## config.mk

```make
export PLATFORM = sky130hd
export DESIGN_NAME = coincidence_event_builder_core
export DESIGN_NICKNAME = d
export VERILOG_FILES = /design/src/rtl/ceb_pkg.sv /design/src/rtl/ceb_front.sv /design/src/rtl/ceb_queue.sv /design/src/rtl/ceb_back.sv /design/src/rtl/coincidence_event_builder_core.sv
export SDC_FILE = /design/constraint.sdc
export NUM_CORES = 1
export LEC_CHECK = 0
export BUFFER_PORTS_ARGS = -buffer_cell sky130_fd_sc_hd__buf_4
export CAP_MARGIN = 30
export CORE_AREA = 2 2 306 308
export DETAILED_ROUTE_END_ITERATION = 12
export DIE_AREA = 0 0 308 310
export HOLD_SLACK_MARGIN = 0.03
export PLACE_DENSITY = 0.51
export SYNTH_ARGS = -nofsm -noshare
export SYNTH_HDL_FRONTEND = slang
export SYNTH_SLANG_ARGS = --single-unit
```

## constraint.sdc

```tcl
create_clock -name i_clk -period 21.2 [get_ports i_clk]
set_clock_uncertainty 0.05 [all_clocks]
set_input_delay 6.36 -clock i_clk [delete_from_list [all_inputs] [get_ports i_clk]]
set_output_delay 6.36 -clock i_clk [all_outputs]
set_load 0.01 [all_outputs]
```

## src/rtl/ceb_pkg.sv

```systemverilog
// ----------------------------------------------------------------------------
// Coincidence event builder package
// Sizes, register indexes, reset values and the queue item type.
// ----------------------------------------------------------------------------
`default_nettype none

package ceb_pkg;

    localparam int NUM_POS_CHANNELS = 4;
    localparam int TIME_BITS        = 48;
    localparam int COUNT_BITS       = 32;

    localparam int CH_BITS        = 3;
    localparam int PULSE_BITS     = 13;
    localparam int WIN_BITS       = 16;
    localparam int HIT_BITS       = 8;
    localparam int TOTAL_BITS     = 10;
    localparam int OUT_PULSES     = 4;
    localparam int OUT_COUNT_BITS = 32;
    localparam int SUM_BITS       = HIT_BITS + 4;
    localparam int POS_IDX_BITS   = (NUM_POS_CHANNELS > 1) ? $clog2(NUM_POS_CHANNELS) : 1;

    localparam logic [HIT_BITS-1:0]   HIT_SAT   = '1;
    localparam logic [TOTAL_BITS-1:0] TOTAL_SAT = '1;

    localparam int CFG_IDX_BITS  = 4;
    localparam int CFG_DATA_BITS = 16;

    localparam logic [CFG_IDX_BITS-1:0] CFG_KICKER_CH = 4'd0;
    localparam logic [CFG_IDX_BITS-1:0] CFG_AUX_CH    = 4'd1;
    localparam logic [CFG_IDX_BITS-1:0] CFG_THRESHOLD = 4'd2;
    localparam logic [CFG_IDX_BITS-1:0] CFG_WINDOW    = 4'd3;

    localparam logic [CH_BITS-1:0]    KICKER_CH_RST = 3'd5;
    localparam logic [CH_BITS-1:0]    AUX_CH_RST    = 3'd4;
    localparam logic [PULSE_BITS-1:0] THRESHOLD_RST = 13'd512;
    localparam logic [WIN_BITS-1:0]   WINDOW_RST    = 16'd1;

    localparam int QUEUE_DEPTH = 2;
    localparam int QPTR_BITS   = $clog2(QUEUE_DEPTH);
    localparam int QCNT_BITS   = $clog2(QUEUE_DEPTH + 1);

    typedef struct packed {
        logic                    flush;
        logic                    kick_hit;
        logic                    aux_hit;
        logic                    pos_hit;
        logic [POS_IDX_BITS-1:0] pos_idx;
        logic [PULSE_BITS-1:0]   pulse;
        logic [TIME_BITS-1:0]    stamp;
    } t_item;

    typedef struct packed {
        logic  valid;
        t_item item;
    } t_push;

endpackage

`default_nettype wire

```

## src/rtl/ceb_front.sv

```systemverilog
// ----------------------------------------------------------------------------
// Coincidence event builder front end
// Holds the configuration registers, accepts input beats and classifies them.
// ----------------------------------------------------------------------------
`default_nettype none

module ceb_front (
    input  wire logic                               i_clk,
    input  wire logic                               i_rst_n,
    input  wire logic                               i_cfg_valid,
    output logic                                    o_cfg_ready,
    input  wire logic [ceb_pkg::CFG_IDX_BITS-1:0]   i_cfg_index,
    input  wire logic [ceb_pkg::CFG_DATA_BITS-1:0]  i_cfg_data,
    input  wire logic                               i_valid,
    output logic                                    o_ready,
    input  wire logic                               i_req_type,
    input  wire logic [ceb_pkg::CH_BITS-1:0]        i_channel,
    input  wire logic [ceb_pkg::PULSE_BITS-1:0]     i_pulse_height,
    input  wire logic [ceb_pkg::TIME_BITS-1:0]      i_timestamp,
    input  wire logic                               i_q_ready,
    output ceb_pkg::t_push                          o_push,
    output logic [ceb_pkg::WIN_BITS-1:0]            o_window_ticks
);

    logic [ceb_pkg::CH_BITS-1:0]    r_kicker_ch, n_kicker_ch;
    logic [ceb_pkg::CH_BITS-1:0]    r_aux_ch, n_aux_ch;
    logic [ceb_pkg::PULSE_BITS-1:0] r_thresh, n_thresh;
    logic [ceb_pkg::WIN_BITS-1:0]   r_window, n_window;

    logic above;
    logic kick;

    always_comb begin
        n_kicker_ch = r_kicker_ch;
        n_aux_ch    = r_aux_ch;
        n_thresh    = r_thresh;
        n_window    = r_window;
        if (i_cfg_valid) begin
            unique case (i_cfg_index)
                ceb_pkg::CFG_KICKER_CH: n_kicker_ch = i_cfg_data[ceb_pkg::CH_BITS-1:0];
                ceb_pkg::CFG_AUX_CH:    n_aux_ch    = i_cfg_data[ceb_pkg::CH_BITS-1:0];
                ceb_pkg::CFG_THRESHOLD: n_thresh    = i_cfg_data[ceb_pkg::PULSE_BITS-1:0];
                ceb_pkg::CFG_WINDOW:    n_window    = i_cfg_data[ceb_pkg::WIN_BITS-1:0];
                default: ;
            endcase
        end
    end

    always_ff @(posedge i_clk) begin
        if (!i_rst_n) begin
            r_kicker_ch <= ceb_pkg::KICKER_CH_RST;
            r_aux_ch    <= ceb_pkg::AUX_CH_RST;
            r_thresh    <= ceb_pkg::THRESHOLD_RST;
            r_window    <= ceb_pkg::WINDOW_RST;
        end else begin
            r_kicker_ch <= n_kicker_ch;
            r_aux_ch    <= n_aux_ch;
            r_thresh    <= n_thresh;
            r_window    <= n_window;
        end
    end

    // A pulse on the kicker channel never also counts as auxiliary.
    assign above = i_pulse_height > r_thresh;
    assign kick  = (i_channel == r_kicker_ch) && above;

    always_comb begin
        o_push.valid         = i_valid && i_q_ready;
        o_push.item.flush    = i_req_type;
        o_push.item.kick_hit = kick;
        o_push.item.aux_hit  = !kick && (i_channel == r_aux_ch) && above;
        o_push.item.pos_hit  = {1'b0, i_channel} <
                               (ceb_pkg::CH_BITS + 1)'(ceb_pkg::NUM_POS_CHANNELS);
        o_push.item.pos_idx  = ceb_pkg::POS_IDX_BITS'(i_channel);
        o_push.item.pulse    = i_pulse_height;
        o_push.item.stamp    = i_timestamp;
    end

    assign o_ready        = i_q_ready;
    assign o_cfg_ready    = 1'b1;
    assign o_window_ticks = r_window;

endmodule

`default_nettype wire

```

## src/rtl/ceb_queue.sv

```systemverilog
// ----------------------------------------------------------------------------
// Coincidence event builder queue
// Short FIFO of classified beats between the front end and the event logic.
// ----------------------------------------------------------------------------
`default_nettype none

module ceb_queue (
    input  wire logic           i_clk,
    input  wire logic           i_rst_n,
    input  wire ceb_pkg::t_push i_push,
    output logic                o_ready,
    output logic                o_valid,
    output ceb_pkg::t_item      o_item,
    input  wire logic           i_pop
);

    ceb_pkg::t_item                r_mem [ceb_pkg::QUEUE_DEPTH];
    logic [ceb_pkg::QPTR_BITS-1:0] r_wr_ptr, n_wr_ptr;
    logic [ceb_pkg::QPTR_BITS-1:0] r_rd_ptr, n_rd_ptr;
    logic [ceb_pkg::QCNT_BITS-1:0] r_count, n_count;

    logic push;
    logic pop;

    assign o_ready = r_count != ceb_pkg::QCNT_BITS'(ceb_pkg::QUEUE_DEPTH);
    assign o_valid = r_count != '0;
    assign o_item  = r_mem[r_rd_ptr];
    assign push    = i_push.valid;
    assign pop     = i_pop && o_valid;

    always_comb begin
        n_wr_ptr = r_wr_ptr;
        n_rd_ptr = r_rd_ptr;
        n_count  = r_count;
        if (push) begin
            n_wr_ptr = (r_wr_ptr == ceb_pkg::QPTR_BITS'(ceb_pkg::QUEUE_DEPTH - 1)) ?
                       '0 : r_wr_ptr + 1'b1;
        end
        if (pop) begin
            n_rd_ptr = (r_rd_ptr == ceb_pkg::QPTR_BITS'(ceb_pkg::QUEUE_DEPTH - 1)) ?
                       '0 : r_rd_ptr + 1'b1;
        end
        if (push && !pop) begin
            n_count = r_count + 1'b1;
        end else if (pop && !push) begin
            n_count = r_count - 1'b1;
        end
    end

    always_ff @(posedge i_clk) begin
        if (!i_rst_n) begin
            r_wr_ptr <= '0;
            r_rd_ptr <= '0;
            r_count  <= '0;
        end else begin
            r_wr_ptr <= n_wr_ptr;
            r_rd_ptr <= n_rd_ptr;
            r_count  <= n_count;
        end
    end

    always_ff @(posedge i_clk) begin
        if (push) begin
            r_mem[r_wr_ptr] <= i_push.item;
        end
    end

endmodule

`default_nettype wire

```

## src/rtl/ceb_back.sv

```systemverilog
// ----------------------------------------------------------------------------
// Coincidence event builder back end
// Keeps the event state, decides window closure and registers each event.
// ----------------------------------------------------------------------------
`default_nettype none

module ceb_back (
    input  wire logic                                i_clk,
    input  wire logic                                i_rst_n,
    input  wire logic [ceb_pkg::WIN_BITS-1:0]        i_window_ticks,
    input  wire logic                                i_q_valid,
    input  wire ceb_pkg::t_item                      i_item,
    output logic                                     o_pop,
    input  wire logic                                i_ready,
    output logic                                     o_valid,
    output logic [ceb_pkg::PULSE_BITS-1:0]           o_pulse [ceb_pkg::OUT_PULSES],
    output logic [ceb_pkg::TIME_BITS-1:0]            o_event_start,
    output logic [ceb_pkg::TIME_BITS-1:0]            o_flight_time,
    output logic [ceb_pkg::TOTAL_BITS-1:0]           o_hit_total,
    output logic [ceb_pkg::OUT_COUNT_BITS-1:0]       o_kicker_total,
    output logic [ceb_pkg::OUT_COUNT_BITS-1:0]       o_aux_total
);

    localparam int NPOS = ceb_pkg::NUM_POS_CHANNELS;
    localparam int TB   = ceb_pkg::TIME_BITS;

    logic [TB-1:0]                  r_ws, n_ws;
    logic [TB-1:0]                  r_tz, n_tz;
    logic [TB-1:0]                  r_flight, n_flight;
    logic [ceb_pkg::PULSE_BITS-1:0] r_pulse [NPOS];
    logic [ceb_pkg::PULSE_BITS-1:0] n_pulse [NPOS];
    logic [ceb_pkg::HIT_BITS-1:0]   r_hits [NPOS];
    logic [ceb_pkg::HIT_BITS-1:0]   n_hits [NPOS];
    logic [ceb_pkg::COUNT_BITS-1:0] r_kc, n_kc;
    logic [ceb_pkg::COUNT_BITS-1:0] r_ac, n_ac;
    logic                           r_kp, n_kp;
    logic                           r_ap, n_ap;
    logic                           r_out_valid, n_out_valid;

    logic [ceb_pkg::PULSE_BITS-1:0]     r_out_pulse [ceb_pkg::OUT_PULSES];
    logic [ceb_pkg::PULSE_BITS-1:0]     ev_pulse [ceb_pkg::OUT_PULSES];
    logic [TB-1:0]                      r_out_start;
    logic [TB-1:0]                      r_out_flight;
    logic [ceb_pkg::TOTAL_BITS-1:0]     r_out_total;
    logic [ceb_pkg::OUT_COUNT_BITS-1:0] r_out_kc;
    logic [ceb_pkg::OUT_COUNT_BITS-1:0] r_out_ac;

    logic                           advance;
    logic                           pop;
    logic                           kp;
    logic                           ap;
    logic                           active;
    logic                           borrow;
    logic [TB-1:0]                  diff;
    logic                           late;
    logic                           close;
    logic                           emit;
    logic [ceb_pkg::SUM_BITS-1:0]   sum;
    logic [ceb_pkg::TOTAL_BITS-1:0] total;

    assign advance = !r_out_valid || i_ready;
    assign pop     = i_q_valid && advance;
    assign o_pop   = pop;

    assign kp     = r_kp || i_item.kick_hit;
    assign ap     = r_ap || i_item.aux_hit;
    assign active = (r_kc != '0) || kp;

    // A stamp earlier than the window start never runs past the window.
    assign {borrow, diff} = {1'b0, i_item.stamp} - {1'b0, r_ws};
    assign late  = !borrow &&
                   (diff > {{(TB - ceb_pkg::WIN_BITS){1'b0}}, i_window_ticks});
    assign close = active && (late || kp || ap);
    assign emit  = pop && (i_item.flush || close);

    always_comb begin
        sum = '0;
        for (int i = 0; i < NPOS; i++) begin
            sum = sum + ceb_pkg::SUM_BITS'(r_hits[i]);
        end
        total = (sum > ceb_pkg::SUM_BITS'(ceb_pkg::TOTAL_SAT)) ?
                ceb_pkg::TOTAL_SAT : ceb_pkg::TOTAL_BITS'(sum);
    end

    for (genvar g = 0; g < ceb_pkg::OUT_PULSES; g++) begin : g_ev_pulse
        if (g < NPOS) begin : g_used
            assign ev_pulse[g] = r_pulse[g];
        end else begin : g_unused
            assign ev_pulse[g] = '0;
        end
    end

    always_comb begin
        n_ws     = r_ws;
        n_tz     = r_tz;
        n_flight = r_flight;
        n_pulse  = r_pulse;
        n_hits   = r_hits;
        n_kc     = r_kc;
        n_ac     = r_ac;
        n_kp     = r_kp;
        n_ap     = r_ap;
        if (pop) begin
            if (i_item.flush) begin
                for (int i = 0; i < NPOS; i++) begin
                    n_pulse[i] = '0;
                    n_hits[i]  = '0;
                end
            end else begin
                n_kp = kp;
                n_ap = ap;
                if (close) begin
                    if (kp) begin
                        n_kc     = (r_kc == '1) ? r_kc : r_kc + 1'b1;
                        n_tz     = i_item.stamp;
                        n_kp     = 1'b0;
                        n_flight = '0;
                    end else begin
                        n_flight = i_item.stamp - r_tz;
                    end
                    if (ap) begin
                        n_ac = (r_ac == '1) ? r_ac : r_ac + 1'b1;
                        n_ap = 1'b0;
                    end
                    for (int i = 0; i < NPOS; i++) begin
                        n_pulse[i] = '0;
                        n_hits[i]  = '0;
                    end
                    n_ws = i_item.stamp;
                end
                // Fill the event only once the first kicker has been seen.
                if (active && i_item.pos_hit) begin
                    n_pulse[i_item.pos_idx] = i_item.pulse;
                    n_hits[i_item.pos_idx]  =
                        (n_hits[i_item.pos_idx] == ceb_pkg::HIT_SAT) ?
                        ceb_pkg::HIT_SAT : n_hits[i_item.pos_idx] + 1'b1;
                end
            end
        end
    end

    always_comb begin
        n_out_valid = r_out_valid;
        if (advance) begin
            n_out_valid = emit;
        end
    end

    always_ff @(posedge i_clk) begin
        if (!i_rst_n) begin
            r_ws        <= '0;
            r_tz        <= '0;
            r_flight    <= '0;
            r_kc        <= '0;
            r_ac        <= '0;
            r_kp        <= 1'b0;
            r_ap        <= 1'b0;
            r_out_valid <= 1'b0;
            for (int i = 0; i < NPOS; i++) begin
                r_pulse[i] <= '0;
                r_hits[i]  <= '0;
            end
        end else begin
            r_ws        <= n_ws;
            r_tz        <= n_tz;
            r_flight    <= n_flight;
            r_kc        <= n_kc;
            r_ac        <= n_ac;
            r_kp        <= n_kp;
            r_ap        <= n_ap;
            r_out_valid <= n_out_valid;
            r_pulse     <= n_pulse;
            r_hits      <= n_hits;
        end
    end

    // Capture the closing event from the state as it stood before this beat.
    always_ff @(posedge i_clk) begin
        if (emit) begin
            r_out_pulse  <= ev_pulse;
            r_out_start  <= r_ws;
            r_out_flight <= r_flight;
            r_out_total  <= total;
            r_out_kc     <= ceb_pkg::OUT_COUNT_BITS'(r_kc);
            r_out_ac     <= ceb_pkg::OUT_COUNT_BITS'(r_ac);
        end
    end

    assign o_valid        = r_out_valid;
    assign o_pulse        = r_out_pulse;
    assign o_event_start  = r_out_start;
    assign o_flight_time  = r_out_flight;
    assign o_hit_total    = r_out_total;
    assign o_kicker_total = r_out_kc;
    assign o_aux_total    = r_out_ac;

endmodule

`default_nettype wire

```

## src/rtl/coincidence_event_builder_core.sv

```systemverilog
// ----------------------------------------------------------------------------
// Coincidence event builder core
// Groups timestamped position hits into events ended by kicker, aux, timeout or flush.
// ----------------------------------------------------------------------------
// One input beat is taken every clock cycle while the output side keeps up.
// The input beat that closes an event is written into the queue on the edge
// that accepts it. The event register loads when that beat is popped, and
// drives the output from then on. The event logic sets the rate and updates
// the window, counts and held pulses for one beat per cycle unless stalled,
// around a single 48-bit window subtract and compare. A two-entry queue sits
// between input classification and the event logic. While a finished event
// waits on a stalled output, the input side keeps taking beats until the
// queue is full. Configuration writes are always taken at once and should
// only be issued while the block is idle. No clearing pass after reset.
`default_nettype none

module coincidence_event_builder_core (
    input  wire logic                                  i_clk,
    input  wire logic                                  i_rst_n,
    input  wire logic                                  i_cfg_valid,
    output logic                                       o_cfg_ready,
    input  wire logic [ceb_pkg::CFG_IDX_BITS-1:0]      i_cfg_index,
    input  wire logic [ceb_pkg::CFG_DATA_BITS-1:0]     i_cfg_data,
    input  wire logic                                  i_valid,
    output logic                                       o_ready,
    input  wire logic                                  i_req_type,
    input  wire logic [ceb_pkg::CH_BITS-1:0]           i_channel,
    input  wire logic [ceb_pkg::PULSE_BITS-1:0]        i_pulse_height,
    input  wire logic [ceb_pkg::TIME_BITS-1:0]         i_timestamp,
    output logic                                       o_valid,
    input  wire logic                                  i_ready,
    output logic [ceb_pkg::PULSE_BITS-1:0]             o_pulse_ch0,
    output logic [ceb_pkg::PULSE_BITS-1:0]             o_pulse_ch1,
    output logic [ceb_pkg::PULSE_BITS-1:0]             o_pulse_ch2,
    output logic [ceb_pkg::PULSE_BITS-1:0]             o_pulse_ch3,
    output logic [ceb_pkg::TIME_BITS-1:0]              o_event_start,
    output logic [ceb_pkg::TIME_BITS-1:0]              o_flight_time,
    output logic [ceb_pkg::TOTAL_BITS-1:0]             o_hit_total,
    output logic [ceb_pkg::OUT_COUNT_BITS-1:0]         o_kicker_total,
    output logic [ceb_pkg::OUT_COUNT_BITS-1:0]         o_aux_total
);

    ceb_pkg::t_push                 push;
    ceb_pkg::t_item                 q_item;
    logic                           q_ready;
    logic                           q_valid;
    logic                           q_pop;
    logic [ceb_pkg::WIN_BITS-1:0]   window_ticks;
    logic [ceb_pkg::PULSE_BITS-1:0] pulse [ceb_pkg::OUT_PULSES];

    ceb_front u_front (
        .i_clk          (i_clk),
        .i_rst_n        (i_rst_n),
        .i_cfg_valid    (i_cfg_valid),
        .o_cfg_ready    (o_cfg_ready),
        .i_cfg_index    (i_cfg_index),
        .i_cfg_data     (i_cfg_data),
        .i_valid        (i_valid),
        .o_ready        (o_ready),
        .i_req_type     (i_req_type),
        .i_channel      (i_channel),
        .i_pulse_height (i_pulse_height),
        .i_timestamp    (i_timestamp),
        .i_q_ready      (q_ready),
        .o_push         (push),
        .o_window_ticks (window_ticks)
    );

    ceb_queue u_queue (
        .i_clk   (i_clk),
        .i_rst_n (i_rst_n),
        .i_push  (push),
        .o_ready (q_ready),
        .o_valid (q_valid),
        .o_item  (q_item),
        .i_pop   (q_pop)
    );

    ceb_back u_back (
        .i_clk          (i_clk),
        .i_rst_n        (i_rst_n),
        .i_window_ticks (window_ticks),
        .i_q_valid      (q_valid),
        .i_item         (q_item),
        .o_pop          (q_pop),
        .i_ready        (i_ready),
        .o_valid        (o_valid),
        .o_pulse        (pulse),
        .o_event_start  (o_event_start),
        .o_flight_time  (o_flight_time),
        .o_hit_total    (o_hit_total),
        .o_kicker_total (o_kicker_total),
        .o_aux_total    (o_aux_total)
    );

    assign o_pulse_ch0 = pulse[0];
    assign o_pulse_ch1 = pulse[1];
    assign o_pulse_ch2 = pulse[2];
    assign o_pulse_ch3 = pulse[3];

endmodule

`default_nettype wire

```

== Word-level counts from Yosys, hierarchy flattened ==
Memory sizes are Yosys's and may differ from the RTL's. A register that Yosys moved wholly into a read port is not among the register bits.
Cells that the tools add are included.

* Register bits: 556
* Memory bits (writable): 134
* Output and inout bits: 225
* Logic and storage cells: 133
* Memories kept: 1

* $add $sub $neg: 12
* $lt $le $gt $ge: 6
* Equality and inequality tests: 9
* Muxes and demuxes: 31
* Bitwise gates (word level): 4
* Reductions and logical operators: 38

{| class="wikitable"
|+ Memories
! name !! words !! width !! rd ports !! clocked after memory_dff !! write ports !! line !! RTL
|-
| u_queue.r_mem || 2 || 67 || 1 || 1 || 1 || ceb_queue.sv:17 || <nowiki>ceb_pkg::t_item r_mem [ceb_pkg::QUEUE_DEPTH];</nowiki>
|}

{| class="wikitable"
|+ Operators by type and width
! cell !! number
|-
| two-way mux 52 bit || 5
|-
| two-way mux 32 bit || 5
|-
| adder 32 x 1 -> 32 bit, second input constant || 2
|-
| equality test 32 bit, second input constant || 2
|-
| bitwise mux 52 bit || 1
|-
| subtractor 48 x 48 -> 49 bit || 1
|-
| greater-than comparator 48 x 16 -> 1 bit || 1
|-
| two-way mux 48 bit || 1
|-
| subtractor 48 bit || 1
|-
| bitwise mux 32 bit || 1
|-
| two-way mux 8 bit || 4
|-
| nonzero test 32 bit || 1
|-
| demux 13 bit (select 2 bit) || 1
|-
| adder 12 x 8 -> 12 bit || 2
|-
| binary-select mux 8 bit (select 2 bit) || 1
|-
| demux 8 bit (select 2 bit) || 1
|-
| greater-than comparator 13 bit || 1
|-
| logical AND 1 bit || 13
|-
| two-way mux 13 bit || 1
|-
| greater-than comparator 12 x 10 -> 1 bit, second input constant || 1
|-
| AND reduction 2 bit || 5
|-
| AND reduction 5 bit || 2
|-
| adder 8 x 8 -> 9 bit || 1
|-
| adder 8 x 1 -> 8 bit, second input constant || 1
|-
| 21 further kinds || 45
|}

== Longest topological paths before layout ==
* Depth in word-level cells: 17
* Depth in mapped cells: 33
* Gate-level depth less buffers: 27

== Modules after synthesis ==
From an unflattened synthesis, not the netlist that was laid out.

* Cells, all modules: 3056
* Area, all modules: 32832.7 um^2

{| class="wikitable"
|+ Modules (own cells, without submodules)
! module !! times used !! cells an instance !! area each (um^2) !! sequential area each (um^2)
|-
| ceb_back || 1 || 2563 || 25502.0 || 12572.1
|-
| ceb_queue || 1 || 230 || 5054.8 || 4124.0
|-
| ceb_front || 1 || 263 || 2275.9 || 700.7
|}

== Least setup slack after synthesis ==
OpenSTA, ideal clock, no wires.

* Path kind: input to register
* Start: in i_ready
* End: reg u_back.r_out_ac, in the netlist u_back.o_aux_total[0], enable pin
* Setup time: 0.880 ns
* Data arrival time: 17.680 ns
* Required time: 20.270 ns
* Setup slack: 2.590 ns
* Cell stages on the path: 4
* Cell sequence: nor2b_1 -> nor2_1 -> inv_1 -> a21oi_1

* Word-level cells in the longest chain between the ends: 3

{| class="wikitable"
|+ Ends and longest elaborated chain
! item !! line !! RTL
|-
| start: declaration || coincidence_event_builder_core.sv:31 || <nowiki>input wire logic i_ready,</nowiki>
|-
| logical OR 1 bit || ceb_back.sv:61 || <nowiki>assign advance = !r_out_valid || i_ready;</nowiki>
|-
| logical AND 1 bit || ceb_back.sv:62 || <nowiki>assign pop = i_q_valid && advance;</nowiki>
|-
| logical AND 1 bit || ceb_back.sv:74 || <nowiki>assign emit = pop && (i_item.flush || close);</nowiki>
|-
| via u_back.emit || ceb_back.sv:57 || <nowiki>logic emit;</nowiki>
|-
| end signal: assignment || ceb_back.sv:185 || <nowiki>r_out_ac <= ceb_pkg::OUT_COUNT_BITS'(r_ac);</nowiki>
|-
| end: declaration || ceb_back.sv:46 || <nowiki>logic [ceb_pkg::OUT_COUNT_BITS-1:0] r_out_ac;</nowiki>
|}

The timed path passes the listed nets, and every way through them passes these cells.
A chain may end at the register's enable or synchronous reset.

== Worst setup path in the final report ==
* Start: in i_ready
* End: reg u_back.r_flight[9]

* Word-level cells in the longest chain between the ends: 3

{| class="wikitable"
|+ Ends and longest elaborated chain
! item !! line !! RTL
|-
| logical OR 1 bit || ceb_back.sv:61 ||
|-
| logical AND 1 bit || ceb_back.sv:62 ||
|-
| AND reduction 3 bit (no line) || - ||
|-
| end signal: assignment || ceb_back.sv:166 || <nowiki>r_flight <= n_flight;</nowiki>
|-
| end: declaration || ceb_back.sv:29 || <nowiki>logic [TB-1:0] r_flight, n_flight;</nowiki>
|}

No other way between the ends.

==> impl_results.md <==
- Global-route wire length before repair: 135 mm
- NumNets Final: 3600
- Commonest non-fill, non-tap cell in the layout: edfxtp_1
- Largest net degree at the start of global routing: 145
- Total CTS buffers: 79
- Critical path class: in -> reg
- Prevailing post-synth register cell: edfxtp_1
- Post-CTS Repair Setup Buffers: 0
- First-pass detailed-route iteration total: 5
- Die Ht: 310 µm
- H-tree Lvls: 3
- Max Cap Violations: 0
- Synth Warn #: 0
- Final setup vio count: 0
- I/O Pins: 315
- Worst Max-Slew Pin Slew: 0.959 ns
- Fin crit share: 41.0%
- DIE AREA: 0.0955 mm²
- Clk_lat worst skew: 0.65 ns
- Vias in the first global route: 22578
- Cells after synthesis: 3058
- Min Tclk post-route: 8.70 ns
- Post-synth ARST share: 0%
- Final Hold Vio Count: 0
- Global-route usage over all layers: 18.3%
- CTS sink count: 691
- Iter 0 DRT Violations: 1296
- Hold-fix buffers, CTS: 0
- Drt total wl: 88.7 mm
- Power Total: 5.42 mW
- Synth Register Bits: 691
- Initial Util: 34.7%
- Initial antenna violation count: 7
- Commonest cells after routing, fill and taps aside: edfxtp_1, buf_4, dfxtp_1
- Critical Path AT: 9.21 ns
- Die X-Extent: 308 µm
- DRC viols: 0
- Max VDD drop: 0.109 mV
- CP Data Required Time: 21.71 ns
- Routed wire per std cell: 19.2 µm
- Synthesized net count: 3306
- Area grow syn2layout: 19.9%
- FMAX: 115 MHz
- Antenna-violating nets left: 0
- Setup crit start kind: input port
- Clock root cell: clkbuf_16
- Register area share after synthesis: 54.3%
- Port buffer count: 313
- Max-slew violation count: 0
- Row count: 112
- PostCTS Resize Cnt: 0
- Grt total ovfl: 0
- TritonCTS clock tree: built
- Gp weighted congestion: 0.899
- Total negative setup slack: 0 ns
- Power Dens Cells: 141 mW/mm²
- Outcome: completed
- Critical path endpoint category: flop
- CTS Buffer Depth: 3
- Syn Area/Cell: 10.5 µm²
- HP Class: reg -> reg
- Worst-path clk slew: 0.06 ns
- Library cells used by synthesis: 89
- DR vias/cell: 5.09
- N_diodes: 0
- Vias post-DR: 23479
- Cell Area, Synth: 0.0321 mm²
- Hold WS: 0.378 ns
- EDFF count, synth: 356
- RSZ-0062 raised after global routing: no
- Layout cells sized above 1: 15.9%
- Detailed Place HPWL: 63.3 mm
- CP Max Fanout: 78
- Core Area: 0.0925 mm²
- Leak: 14.2 nW
- Slew HR: 36.1%
-- synthesized netlist by cell type, types with 85 or more instances --
cell        n  area (µm²)
nand3_1    85         425
mux2i_1    94         941
ha_1      146        1830
clkbuf_1   95         357
a211oi_1  112         841
a21oi_1   190         951
nor2_1    231         867
inv_1     245         920
nand2_1   311        1170
o21ai_0   130         651
edfxtp_1  356       10700
dfxtp_1   335        6710
-- sequential cells by signal (all words and copies together), names as in the netlist, 2 cells and up, named ones only --
name and flops:
u_back.o_kicker_total 32, u_back.r_ws 48, u_back.o_event_start 48, u_back.r_kc 32, u_queue.r_mem 134, u_back.ev_pulse 52
u_back.o_hit_total 10, u_back.r_tz 48, u_front.r_thresh 13, u_back.r_ac 32, u_front.o_window_ticks 16, u_back.r_hits 32
u_back.o_pulse 52, u_queue.r_count 2, u_front.r_aux_ch 3, u_back.r_flight 48, u_front.r_kicker_ch 3, u_back.o_aux_total 32
u_back.o_flight_time 48
-- cell type report --
| class | count | area [µm²] |
|---|---|---|
| Inverter | 245 | 925 |
| Tap cell | 1197 | 1500 |
| Timing Repair Buffer | 342 | 2610 |
| Sequential cell | 691 | 17400 |
| Clock inverter | 49 | 617 |
| Clock buffer | 99 | 2150 |
| Fill cell | 9014 | 54000 |
| Multi-Input combinational cell | 1993 | 13300 |
-- cells by family after synthesis --
| kind of cell | Yosys count | share of synthesized area, % |
|---|---|---|
| fa+ha+maj | 158 | 6.45 |
| xor+xnor | 100 | 2.73 |
| flops | 691 | 54.3 |
| other cells | 1 | 0.0117 |
| simple gates | 909 | 13.3 |
| compound gates | 708 | 14.7 |
| mux | 117 | 4.02 |
| buf+inv | 374 | 4.58 |
-- per-layer routing --
layer,global-route usage [%],part of all wire [%],vias up
met1,24.6,46,11236
met5,0,0.085,-
met3,3.26,5.1,100
met4,4.71,1.6,10
met2,30.4,48,490
li1,-,-,11643
-- through the flow --
stage,util [%],area (µm²),setup WS (ns),std cells
finish,41.6,38500,12.50,4616
global route,41.6,38500,12.15,4616
CTS,41.6,38500,12.49,4616
detailed placement,38.6,35700,11.80,4468
global placement,38.5,35600,11.86,4466
floorplan,-,32100,2.59,3058
-- final timing paths --
check | cells after the start | slack [ns] | to | from
setup / recovery | 10 | 12.50 | u_back.r_flight[9]$_SDFFE_PN0P_ | i_ready
hold / removal | 0 | 0.38 | u_back.o_pulse[31]$_DFFE_PP_ | u_back.ev_pulse[31]$_SDFFE_PN0P_
setup reg to reg | 29 | 12.72 | u_back.r_hits[13]$_SDFFE_PN0P_ | flop
hold reg to reg | 0 | 0.38 | u_back.o_pulse[31]$_DFFE_PP_ | u_back.ev_pulse[31]$_SDFFE_PN0P_
-- power by group --
group          internal [mW]  leakage, nW  switching, mW
Combinational          0.807         6.71           1.28
Clock                  0.843         1.34          0.591
Sequential              1.76         6.11          0.139
-- critical path, cell delays in order --
cell	delay [ns]
buf_4	0.08
nor2b_1	0.08
nor2_1	0.12
buf_4	0.24
nand2_1	0.39
nor2_4	0.18
buf_4	0.50
buf_4	0.75
nand4_1	0.23
a21oi_1	0.19
No activity file was read; power rests on OpenSTA's default activity.
